### config.mk
export PLATFORM = sky130hd
export DESIGN_NAME = lpd_div_chain
export DESIGN_NICKNAME = d
export VERILOG_FILES = /design/src/design/lpd_pkg.sv /design/src/design/lpd_div_cell.sv /design/src/design/lpd_div_chain.sv
export SDC_FILE = /design/constraint.sdc
export NUM_CORES = 2
export LEC_CHECK = 0
export ABC_AREA = 1
export BUFFER_PORTS_ARGS = -buffer_cell sky130_fd_sc_hd__buf_2
export CORE_MARGIN = 2
export CORE_UTILIZATION = 45
export CTS_CLUSTER_SIZE = 20
export DETAILED_ROUTE_END_ITERATION = 10
export SYNTH_ARGS = -nofsm -noshare
export SYNTH_HDL_FRONTEND = slang
export SYNTH_SLANG_ARGS = --single-unit
### constraint.sdc
create_clock -name clk -period 2.2 [get_ports clk]
set_input_delay 0.33 -clock clk [delete_from_list [all_inputs] [get_ports clk]]
set_output_delay 0.33 -clock clk [all_outputs]
set_load 0.05 [all_outputs]
### src/design/lpd_pkg.sv
// ----------------------------------------------------------------------------
// lpd_pkg
// Shared types and constants of the LED pattern duty generator.
// ----------------------------------------------------------------------------
package lpd_pkg;

	localparam int TICK_W   = 32;  // default tick width
	localparam int LEVEL_W  = 16;  // default level width (Q0.L fractions)
	localparam int PERIOD_W = 16;  // period and offset register width
	localparam int REG_W    = 16;  // written bits kept by the wide registers
	localparam int ADDR_W   = 5;   // byte address of five 32-bit registers
	localparam int DATA_W   = 32;

	typedef enum logic [1:0] {
		MODE_OFF     = 2'd0,
		MODE_ON      = 2'd1,
		MODE_BREATHE = 2'd2,
		MODE_TWINKLE = 2'd3
	} mode_t;

	typedef enum logic [2:0] {
		REG_MODE   = 3'd0,
		REG_PERIOD = 3'd1,
		REG_BLINK  = 3'd2,
		REG_BRIGHT = 3'd3,
		REG_OFFSET = 3'd4
	} reg_idx_t;

	localparam logic [PERIOD_W-1:0] PERIOD_RST = PERIOD_W'(1000);
	localparam int                  BLINK_RST  = 32768;
	localparam int                  BRIGHT_RST = 65535;

endpackage

### src/design/lpd_div_cell.sv
// ----------------------------------------------------------------------------
// lpd_div_cell
// One restoring-division step: shifts the top dividend bit into the partial
// remainder, subtracts the divisor when it fits, shifts the quotient bit in.
// ----------------------------------------------------------------------------
module lpd_div_cell #(
	parameter int DW = 32,
	parameter int PW = lpd_pkg::PERIOD_W
) (
	input  logic          clk,
	input  logic          arst_n,
	input  logic          en,
	input  logic [PW-1:0] divisor,
	input  logic          v_in,
	input  logic [PW-1:0] rem_in,
	input  logic [DW-1:0] wq_in,
	output logic          v_out,
	output logic [PW-1:0] rem_out,
	output logic [DW-1:0] wq_out
);

	logic [PW:0]   trial;
	logic          fits;
	logic [PW:0]   diff;
	logic [PW-1:0] rem_nxt;

	assign trial   = {rem_in, wq_in[DW-1]};
	assign fits    = trial >= {1'b0, divisor};
	assign diff    = trial - {1'b0, divisor};
	assign rem_nxt = fits ? diff[PW-1:0] : trial[PW-1:0];

	always_ff @(posedge clk or negedge arst_n) begin
		if (!arst_n) begin
			v_out <= 1'b0;
		end else if (en) begin
			v_out <= v_in;
		end
	end

	// word register: dividend bits leave at the top, quotient bits enter below
	always_ff @(posedge clk) begin
		if (en) begin
			rem_out <= rem_nxt;
			wq_out  <= {wq_in[DW-2:0], fits};
		end
	end

endmodule

### src/design/lpd_div_chain.sv
// ----------------------------------------------------------------------------
// lpd_div_chain
// Row of DW division cells; one dividend bit per cell, one word per cycle while en is high.
// Gives the remainder and the quotient once the word has passed all DW cells.
// ----------------------------------------------------------------------------
module lpd_div_chain #(
	parameter int DW = 32,
	parameter int PW = lpd_pkg::PERIOD_W
) (
	input  logic          clk,
	input  logic          arst_n,
	input  logic          en,
	input  logic [PW-1:0] divisor,
	input  logic          v_in,
	input  logic [DW-1:0] dividend,
	output logic          v_out,
	output logic [PW-1:0] rem,
	output logic [DW-1:0] quot
);

	logic          v_c   [DW+1];
	logic [PW-1:0] rem_c [DW+1];
	logic [DW-1:0] wq_c  [DW+1];

	assign v_c[0]   = v_in;
	assign rem_c[0] = '0;
	assign wq_c[0]  = dividend;

	for (genvar i = 0; i < DW; i++) begin : g_cell
		lpd_div_cell #(
			.DW(DW),
			.PW(PW)
		) u_cell (
			.clk     (clk),
			.arst_n  (arst_n),
			.en      (en),
			.divisor (divisor),
			.v_in    (v_c[i]),
			.rem_in  (rem_c[i]),
			.wq_in   (wq_c[i]),
			.v_out   (v_c[i+1]),
			.rem_out (rem_c[i+1]),
			.wq_out  (wq_c[i+1])
		);
	end

	assign v_out = v_c[DW];
	assign rem   = rem_c[DW];
	assign quot  = wq_c[DW];

endmodule

==> results_dict.tcl <==
set metrics [dict create \
    status "completed" \
    maxCapViolations 0 \
    fin_crit_ns 2.16 \
    clk_path_buf_depth 3 \
    swShare 0.391 \
    seq_area_frac_synth 0.537 \
    via_per_inst 4.87 \
    layout_common_cells "3717 x nand2_1, 1536 x edfxtp_1, 1528 x buf_4, 1485 x inv_1, 759 x nand3_1" \
    placementRows 161 \
    crit_path_end_kind "flip-flop" \
    p_int_uw 94600 \
    ys_seq_elements 1568 \
    critPathMostFrequentCell "nand2_1" \
    grtUsageMet3 0.0295 \
    drtIter0Drc 4689 \
    die_h_um 445 \
    io_pins 101 \
    yosysWarnings 0 \
    synth_top_cell_by_area "edfxtp_1" \
    post-place-cells 13900 \
    syn_nets 10400 \
    crit_buf_inv 0 \
    power_density_nw_per_um2 1380 \
    worstSetupStartpointType "flip-flop" \
    final_common_cell "nand2_1" \
    synth_ff_type "edfxtp_1" \
    nNetsFinal 12200 \
    final_util 0.584 \
    synth_cell_types 44 \
    cp_cell_sequence "ha_1 -> a21oi_1 -> o21a_1 -> nand2_1 -> nor2_4 -> nand2_8 -> nand2_1 -> nand2_1" \
    irDropWorstVdd_mv 0.843 \
    clkTransAtPathRegs_ns 0.06 \
    dieArea_um2 198000 \
    clock_sinks 1568 \
    synth-edff-count 1536 \
    worstPathArrival_ns 2.70 \
    cts_tree "yes" \
    synthTopCellsByArea "edfxtp_1 53%, nand2_1 16%, ha_1 7.1%" \
    insertion_delay_ns 0.82 \
    p_leak_uw 0.0544 \
    fin_tns_setup_ns 0 \
    ant_nets 0 \
    instances_no_fill 14300 \
    seq_power_share 0.306 \
    netSwitchingPower_uw 60700 \
    syn_to_final_growth_pct 28.8 \
    combPwrFrac 0.512 \
    grt_usage 0.233 \
    drive_above_1_share 0.216 \
    worst_pin_slew_ns 0.729 \
    start_util 0.453 \
    drc 0 \
    final.period_utilization 0.982 \
    die_w_um 445 \
    firstDrtPassIters 8 \
    async_reset_ff_frac 0.0204 \
    max_stage_delay_ns 0.45 \
    grt_busiest_layer "met2" \
    path_max_fanout 6 \
    syn-cell-area_um2 87400 \
    crit_required_ns 2.74 \
    grt_setup_unrepaired "yes" \
    grt_overflow 0 \
    antenna_found_initial 4 \
    dp_hpwl_mm 175 \
    slowest_stage "edfxtp_1" \
    cts_buffers 168 \
    fmax_mhz 463 \
    use_met2 0.385 \
    maxSlewHeadroom 0.514 \
    hold_class "input pin to asynchronous set/reset pin" \
    synth_top_area_frac 0.528 \
    grt_max_degree 93 \
    p_clk_frac 0.182 \
    crit_family "simple AND/OR/NAND/NOR gates" \
    fin_worst_skew_ns 0.0281 \
    syn_inst 9818 \
    setup_viol 0 \
    grt_pass1_vias 66700 \
    grt_pass1_wl_mm 364 \
    critPathKind "flip-flop to flip-flop" \
    via_count 69700 \
    syn_area_per_cell_um2 8.90 \
    hold_violations 0 \
    slew_viol_final 0 \
    io_buffers 100 \
    coreArea_um2 193000 \
    place_congestion 0.933 \
    drt_wl_total_mm 236 \
    h-tree-depth 4 \
    avgRoutedWirePerCell_um 16.5 \
    clockRootBuffer "clkbuf_16" \
    met1_usage 0.320 \
]
-- power groups by stage --
stage / Clock [uW] / Sequential [uW] / Combinational, uW
6_report: 28300 / 47500 / 79500
5_1_grt: 30300 / 48000 / 89100
4_1_cts: 29200 / 46900 / 74800
3_5_place_dp: 0 / 47400 / 74100
3_3_place_gp: 0 / 47500 / 73200
2_1_floorplan: 0 / 45300 / 44000
-- Yosys cell counts, types with 25 or more instances --
cell	instances
nand3b_1	65
nand4_1	117
buf_2	46
fa_1	31
edfxtp_1	1536
inv_1	1514
nand2_1	3770
or2_2	29
nand3_1	769
o21ai_0	34
a21oi_1	285
nor2_1	470
nor2_4	25
buf_6	33
dfrtp_1	32
ha_1	498
nand2_4	26
nor3_1	97
nand3_2	27
xor2_1	131
nand2_2	48
xnor2_1	66
-- area by class of cell --
| cell class | instances | area, um^2 |
|---|---|---|
| fillers | 16700 | 80200 |
| flip-flops and latches | 1568 | 46900 |
| multi-input cells | 6606 | 36700 |
| repair buffers | 1773 | 14500 |
| inverters | 1527 | 5790 |
| clock buffers | 204 | 4390 |
| well taps | 2526 | 3160 |
| clock inverters | 100 | 1120 |
| repair inverters | 1 | 7.51 |
| diodes | 1 | 2.50 |
-- kinds of logic (layout without fill, tap and decap cells) --
group           count (synthesis)  after routing  synth area share
compound gates                360            360            0.0216
xor+xnor                      197            197            0.0197
fa+ha+maj                     529            529            0.0784
buf+inv                      1648           3605            0.0762
flops                        1568           1568             0.537
other cells                     0              1                 0
simple gates                 5516           5520             0.267
-- metrics by stage --
stage                     cell area [um^2]  hold WS, ns  total power [uW]  setup WS [ns]
after detailed placement            103000        0.405            121000         -0.617
after global routing                113000        0.170            167000        -0.0511
after floorplan                      87500       0.0344             89300         -0.163
final                               113000        0.134            155000         0.0393
after global placement              103000        0.400            121000         -0.597
after CTS                           109000       0.0845            151000        0.00286
-- metal layers --
| metal | part of all wire | vias to the layer above |
|---|---|---|
| li1 | - | 35600 |
| met1 | 0.46 | 32300 |
| met2 | 0.47 | 1447 |
| met3 | 0.045 | 381 |
| met4 | 0.032 | 0 |
| met5 | 0 | - |
-- worst paths after layout --
check                                             start                            to  slack, ns  depth (start not counted)
setup / recovery           g_cell[3].u_cell.rem_out[13]  g_cell[4].u_cell.rem_out[10]       0.04                          8
hold / removal                                   arst_n        g_cell[0].u_cell.v_out       0.13                          2
setup reg to reg           g_cell[3].u_cell.rem_out[13]  g_cell[4].u_cell.rem_out[10]       0.04                          8
hold reg to reg             g_cell[24].u_cell.wq_out[4]   g_cell[25].u_cell.wq_out[5]       0.40                          0
max in group asynchronous                        arst_n       g_cell[25].u_cell.v_out       1.60                          2
min in group clk                           dividend[10]   g_cell[0].u_cell.wq_out[11]       0.23                          2
-- repair_timing --
action / in CTS / in global routing
gates resized for setup: 18 / 380
buffers inserted: 7 / 83
hold endpoints to repair: 80 / 0
cloned: 0 / 5
pin swaps: 1 / 47
endpoints found under the setup margin: 39 / 464
hold buffers: 35 / 0
-- flip-flops by register name (all words and copies together) (netlist names) --
signal                 flops
g_cell.u_cell.rem_out    512
g_cell.u_cell.v_out       32
g_cell.u_cell.wq_out    1024
Power figures use the tool's default switching activity.
