[src/design/lpd_pkg.sv]
// ----------------------------------------------------------------------------
// lpd_pkg
// Shared types and constants of the LED pattern duty generator.
// ----------------------------------------------------------------------------
package lpd_pkg;

	localparam int TICK_W   = 32;  // default tick width
	localparam int LEVEL_W  = 16;  // default level width (Q0.L fractions)
	localparam int PERIOD_W = 16;  // period and offset register width
	localparam int REG_W    = 16;  // written bits kept by the wide registers
	localparam int ADDR_W   = 5;   // byte address of five 32-bit registers
	localparam int DATA_W   = 32;

	typedef enum logic [1:0] {
		MODE_OFF     = 2'd0,
		MODE_ON      = 2'd1,
		MODE_BREATHE = 2'd2,
		MODE_TWINKLE = 2'd3
	} mode_t;

	typedef enum logic [2:0] {
		REG_MODE   = 3'd0,
		REG_PERIOD = 3'd1,
		REG_BLINK  = 3'd2,
		REG_BRIGHT = 3'd3,
		REG_OFFSET = 3'd4
	} reg_idx_t;

	localparam logic [PERIOD_W-1:0] PERIOD_RST = PERIOD_W'(1000);
	localparam int                  BLINK_RST  = 32768;
	localparam int                  BRIGHT_RST = 65535;

endpackage

[src/design/lpd_apb_regs.sv]
// ----------------------------------------------------------------------------
// lpd_apb_regs
// APB register file of the duty generator, plus the values derived from it
// (saturated period, twinkle threshold, squared brightness).
// ----------------------------------------------------------------------------
module lpd_apb_regs #(
	parameter int LEVEL_WIDTH = lpd_pkg::LEVEL_W
) (
	input  logic                          clk,
	input  logic                          arst_n,
	input  logic                          psel,
	input  logic                          penable,
	input  logic                          pwrite,
	input  logic [lpd_pkg::ADDR_W-1:0]    paddr,
	input  logic [lpd_pkg::DATA_W-1:0]    pwdata,
	output logic [lpd_pkg::DATA_W-1:0]    prdata,
	output logic                          pready,
	output lpd_pkg::mode_t                mode,
	output logic [lpd_pkg::PERIOD_W-1:0]  period,
	output logic [lpd_pkg::PERIOD_W-1:0]  offset,
	output logic [LEVEL_WIDTH-1:0]        bright,
	output logic [LEVEL_WIDTH-1:0]        bright_sq,
	output logic [lpd_pkg::PERIOD_W-1:0]  threshold
);

	localparam int PW = lpd_pkg::PERIOD_W;
	localparam int DW = lpd_pkg::DATA_W;

	lpd_pkg::mode_t   mode_q;
	logic [PW-1:0]    period_q;
	logic [LEVEL_WIDTH-1:0] blink_q;
	logic [LEVEL_WIDTH-1:0] bright_q;
	logic [PW-1:0]    offset_q;
	logic [LEVEL_WIDTH-1:0] bright_sq_q;
	logic [PW-1:0]    threshold_q;
	logic [PW-1:0]    period_eff;
	logic [LEVEL_WIDTH+PW-1:0]    thr_prod;
	logic [2*LEVEL_WIDTH-1:0]     sq_prod;
	logic             wr;
	logic [2:0]       idx;

	assign pready = 1'b1;
	assign wr     = psel && penable && pwrite;
	assign idx    = paddr[4:2];

	always_ff @(posedge clk or negedge arst_n) begin
		if (!arst_n) begin
			mode_q   <= lpd_pkg::MODE_OFF;
			period_q <= lpd_pkg::PERIOD_RST;
			blink_q  <= LEVEL_WIDTH'(lpd_pkg::BLINK_RST);
			bright_q <= LEVEL_WIDTH'(lpd_pkg::BRIGHT_RST);
			offset_q <= '0;
		end else if (wr) begin
			case (idx)
				lpd_pkg::REG_MODE:   mode_q   <= lpd_pkg::mode_t'(pwdata[1:0]);
				lpd_pkg::REG_PERIOD: period_q <= pwdata[PW-1:0];
				lpd_pkg::REG_BLINK:  blink_q  <= LEVEL_WIDTH'(pwdata[lpd_pkg::REG_W-1:0]);
				lpd_pkg::REG_BRIGHT: bright_q <= LEVEL_WIDTH'(pwdata[lpd_pkg::REG_W-1:0]);
				lpd_pkg::REG_OFFSET: offset_q <= pwdata[PW-1:0];
				default: ;
			endcase
		end
	end

	always_comb begin
		case (idx)
			lpd_pkg::REG_MODE:   prdata = DW'(mode_q);
			lpd_pkg::REG_PERIOD: prdata = DW'(period_q);
			lpd_pkg::REG_BLINK:  prdata = DW'(blink_q);
			lpd_pkg::REG_BRIGHT: prdata = DW'(bright_q);
			lpd_pkg::REG_OFFSET: prdata = DW'(offset_q);
			default:             prdata = '0;
		endcase
	end

	// zero period behaves as one
	assign period_eff = (period_q == '0) ? PW'(1) : period_q;

	assign thr_prod = (LEVEL_WIDTH+PW)'(blink_q) * (LEVEL_WIDTH+PW)'(period_eff);
	assign sq_prod  = (2*LEVEL_WIDTH)'(bright_q) * (2*LEVEL_WIDTH)'(bright_q);

	always_ff @(posedge clk) begin
		threshold_q <= thr_prod[LEVEL_WIDTH+PW-1:LEVEL_WIDTH];
		bright_sq_q <= sq_prod[2*LEVEL_WIDTH-1:LEVEL_WIDTH];
	end

	assign mode      = mode_q;
	assign period    = period_eff;
	assign offset    = offset_q;
	assign bright    = bright_q;
	assign bright_sq = bright_sq_q;
	assign threshold = threshold_q;

endmodule
[config.mk]
export PLATFORM = sky130hd
export DESIGN_NAME = lpd_apb_regs
export DESIGN_NICKNAME = d
export VERILOG_FILES = /design/src/design/lpd_pkg.sv /design/src/design/lpd_apb_regs.sv
export SDC_FILE = /design/constraint.sdc
export NUM_CORES = 1
export LEC_CHECK = 0
export ABC_AREA = 1
export BUFFER_PORTS_ARGS = -buffer_cell sky130_fd_sc_hd__buf_4
export CORE_MARGIN = 2
export CORE_UTILIZATION = 57
export DETAILED_ROUTE_END_ITERATION = 12
export PLACE_DENSITY = 0.8
export SLEW_MARGIN = 20
export SYNTH_ARGS = -nofsm -noshare
export SYNTH_HDL_FRONTEND = slang
export SYNTH_SLANG_ARGS = --single-unit
[constraint.sdc]
create_clock -name clk -period 6.5 [get_ports clk]
set_input_delay 0.975 -clock clk [delete_from_list [all_inputs] [get_ports clk]]
set_output_delay 0.975 -clock clk [all_outputs]
set_load 0.01 [all_outputs]
==> metrics <==
drt total wl=50.91 mm; Final Cell Area=0.02130 mm²; htree depth=3; Crit path required time=6770 ps; Die Width=191.0 µm; row count=68; Startpoint Class=flop; cell count after synthesis=2,558; 1st-iter DRT viols=1,047; drt via density=5.343; worst slew pin tran=1131 ps; die area=0.03648 mm²; Max Buffers Root-to-Sink=2; CTS sink count=98; clock transition at the registers of the reported paths=80 ps; Initial DRT Pass Iterations=6; final period utilization=0.9190; total internal power=3.264 mW; GRT Total Usage=0.2953; dpl cell area=0.02099 mm²; largest net degree at the start of global routing=67; Synth cell types=48; outcome=finished, final reports clean; Hold Path Class=reg -> reg; number of max-cap violations=0; Hold Fails Final Rpt=0; f_max=167.4 MHz; clock root cell=clkbuf_16; logic gate share of total power=0.756; Psw=4.030 mW; pwr dens=342.4 mW/mm²; proportion of layout cells with a drive suffix above 1=0.07847; CP Capture Type=flop; Total Nets Final=3,179; total number of vias=16,250; Ports=157; Syn. warnings=0; Die Y=191.0 µm; Avg Cell Area, Syn=7.791 µm²; clock share of power=0.080; Setup Fix Bufs, Post-CTS=0; CTS tree=yes; synth-to-layout area growth=6.900%; RD Place Congestion=0.9309; VDD IR max=266.5 µV; crit-path max FO=17; crit path time final=5974 ps; #FFs+latches synth=98; P_leak=12.52 nW; final setup fails=0; post-synthesis cell area=0.01993 mm²; Detail Placement HPWL=41.74 mm; max-slew violation count=0; Critical Path AT=6250 ps; RSZ-0062 raised after global routing=no; part of the power in registers=0.164; switch share=0.5525; vias in the first global route=17,620; Hold Buf Count CTS=0; Final Power=7.294 mW; setup skew after layout=8.904 ps; TNS Setup=0 ps; input/output buffers=121; worst skew pair latency=380 ps; WS Path Type=reg -> reg; Post-DRT Antenna Nets=0; total congestion overflow=0; DRC=0; PostCTS Resize Cnt=0; core area=0.03446 mm²; Starting Density=0.5784; fin util=0.6183; initial antenna violation count=0; post-synthesis sequential area ratio=0.1165; Relative slew margins=0.2441; first-pass GRT wire length=84.90 mm; antenna cells=0; WL/cell=16.74 µm; CTS buffer count=9
==> through the flow <==
| stage | setup slack [ps] | std cells | hold slack, ps |
|---|---|---|---|
| after CTS | 581.5 | 3042 | 493.9 |
| after detailed placement | 615.5 | 3026 | 483.9 |
| after global routing | 288.7 | 3042 | 503.6 |
| after floorplan | 859.1 | 2573 | 494.5 |
| after global placement | 688.1 | 3026 | 480.9 |
| final | 526.2 | 3042 | 494.6 |
==> metal layers <==
metal	global-route usage	wire, µm
met1	0.3425	18990
met2	0.5387	26190
met3	0.04424	3626
met4	0.1303	2097
met5	0	0
==> cell usage in the layout, fill, tap and decap left out, types with 5 or more instances in the layout <==
cell type,synthesis,routed
nor3_1,13,13
dfstp_2,23,23
clkbuf_16,0,9
buf_4,18,140
o21bai_1,7,7
inv_1,701,701
nand3_1,31,31
ha_1,198,198
xnor2_1,8,8
nor2_1,82,82
fa_1,357,357
inv_2,11,11
o21ai_1,67,67
o21ai_2,5,5
a31oi_1,8,8
conb_1,2,17
a21oi_1,67,67
o21a_1,8,8
o2111ai_1,12,12
dfrtp_1,43,43
xor2_1,26,26
a21o_1,5,5
nand4_1,8,8
nand2_1,638,638
o21ai_0,39,39
dfxtp_1,32,32
==> registers in the layout, summed over array words and instances (netlist names) <==
name,flops
mode,2
period_q,16
blink_q,16
bright_sq,16
threshold,16
bright,16
offset,16
==> logic make-up (layout without fill, tap and decap cells) <==
group | count (synthesis) | in the layout | share of synthesized area
other cells | 2 | 17 | 0.0003768
xor+xnor | 34 | 34 | 0.01494
flops | 98 | 98 | 0.1165
compound gates | 230 | 230 | 0.06598
fa+ha+maj | 555 | 555 | 0.4829
simple gates | 785 | 785 | 0.1545
buf+inv | 854 | 868 | 0.1648
==> cells in the mapped netlist (all sizes together) <==
cell / instances / share of area
dfstp: 23 / 0.030
fa: 357 / 0.36
o21ai: 111 / 0.029
dfxtp: 32 / 0.032
and3: 2 / 0.00063
conb: 2 / 0.00038
o211ai: 1 / 0.00038
a31oi: 8 / 0.0025
o21bai: 7 / 0.0026
o211a: 1 / 0.00050
o21a: 8 / 0.0030
buf: 30 / 0.0096
xnor2: 8 / 0.0035
o2111ai: 12 / 0.0053
clkbuf: 112 / 0.021
nor3: 15 / 0.0046
nand3: 32 / 0.0083
nand4: 8 / 0.0025
o311ai: 1 / 0.00044
nand2: 639 / 0.12
a21boi: 2 / 0.00075
nand3b: 2 / 0.00075
dfrtp: 43 / 0.054
o32ai: 1 / 0.00044
a21oi: 67 / 0.017
nor4: 2 / 0.00063
o221ai: 1 / 0.00044
or2: 1 / 0.00031
a21o: 5 / 0.0019
a221oi: 2 / 0.00088
ha: 198 / 0.12
inv: 712 / 0.13
a211oi: 2 / 0.00075
xor2: 26 / 0.011
a31o: 1 / 0.00044
nor2: 84 / 0.016
==> worst paths after layout <==
path | startpoint | end | slack, ps | depth (start not counted)
max | blink_q[9] | threshold[15] | 530 | 18
min | bright[15] | bright[15] | 490 | 2
max reg2reg | blink_q[9] | threshold[15] | 530 | 18
min reg2reg | bright[15] | bright[15] | 490 | 2
max in group asynchronous | arst_n | blink_q[8] | 5260 | 1
min in group asynchronous | arst_n | offset[3] | 680 | 1
==> layout make-up <==
class	count	area, µm²
Clock buffer	10	239.0
Clock inverter	6	71.32
Fill cell	2905	13150
Inverter	712	2673
Multi-Input combinational cell	1621	14380
Sequential cell	98	2321
Tap cell	455	569.3
Timing Repair Buffer	140	1051
==> power by group through the flow <==
stage	logic (mW)	registers, mW	clock network [mW]
after floorplan	4.07	0.951	0
after global placement	5.33	1.19	0
after detailed placement	5.45	1.19	0
after CTS	5.54	1.18	0.592
after global routing	6.31	1.22	0.613
final	5.51	1.20	0.584
==> critical path: stages, from the launching register on <==
cell and delay, ps:
dfrtp_1 900, nand2_1 200, fa_1 590, inv_1 60, fa_1 540, fa_1 430, fa_1 470, fa_1 540
inv_1 70, fa_1 480, inv_1 50, ha_1 400, nand2_1 140, nor2_1 160, inv_1 70, o21ai_0 410
a31oi_1 180, nand3_1 120, nand2_1 60
No activity file was read; power rests on OpenSTA's default activity.
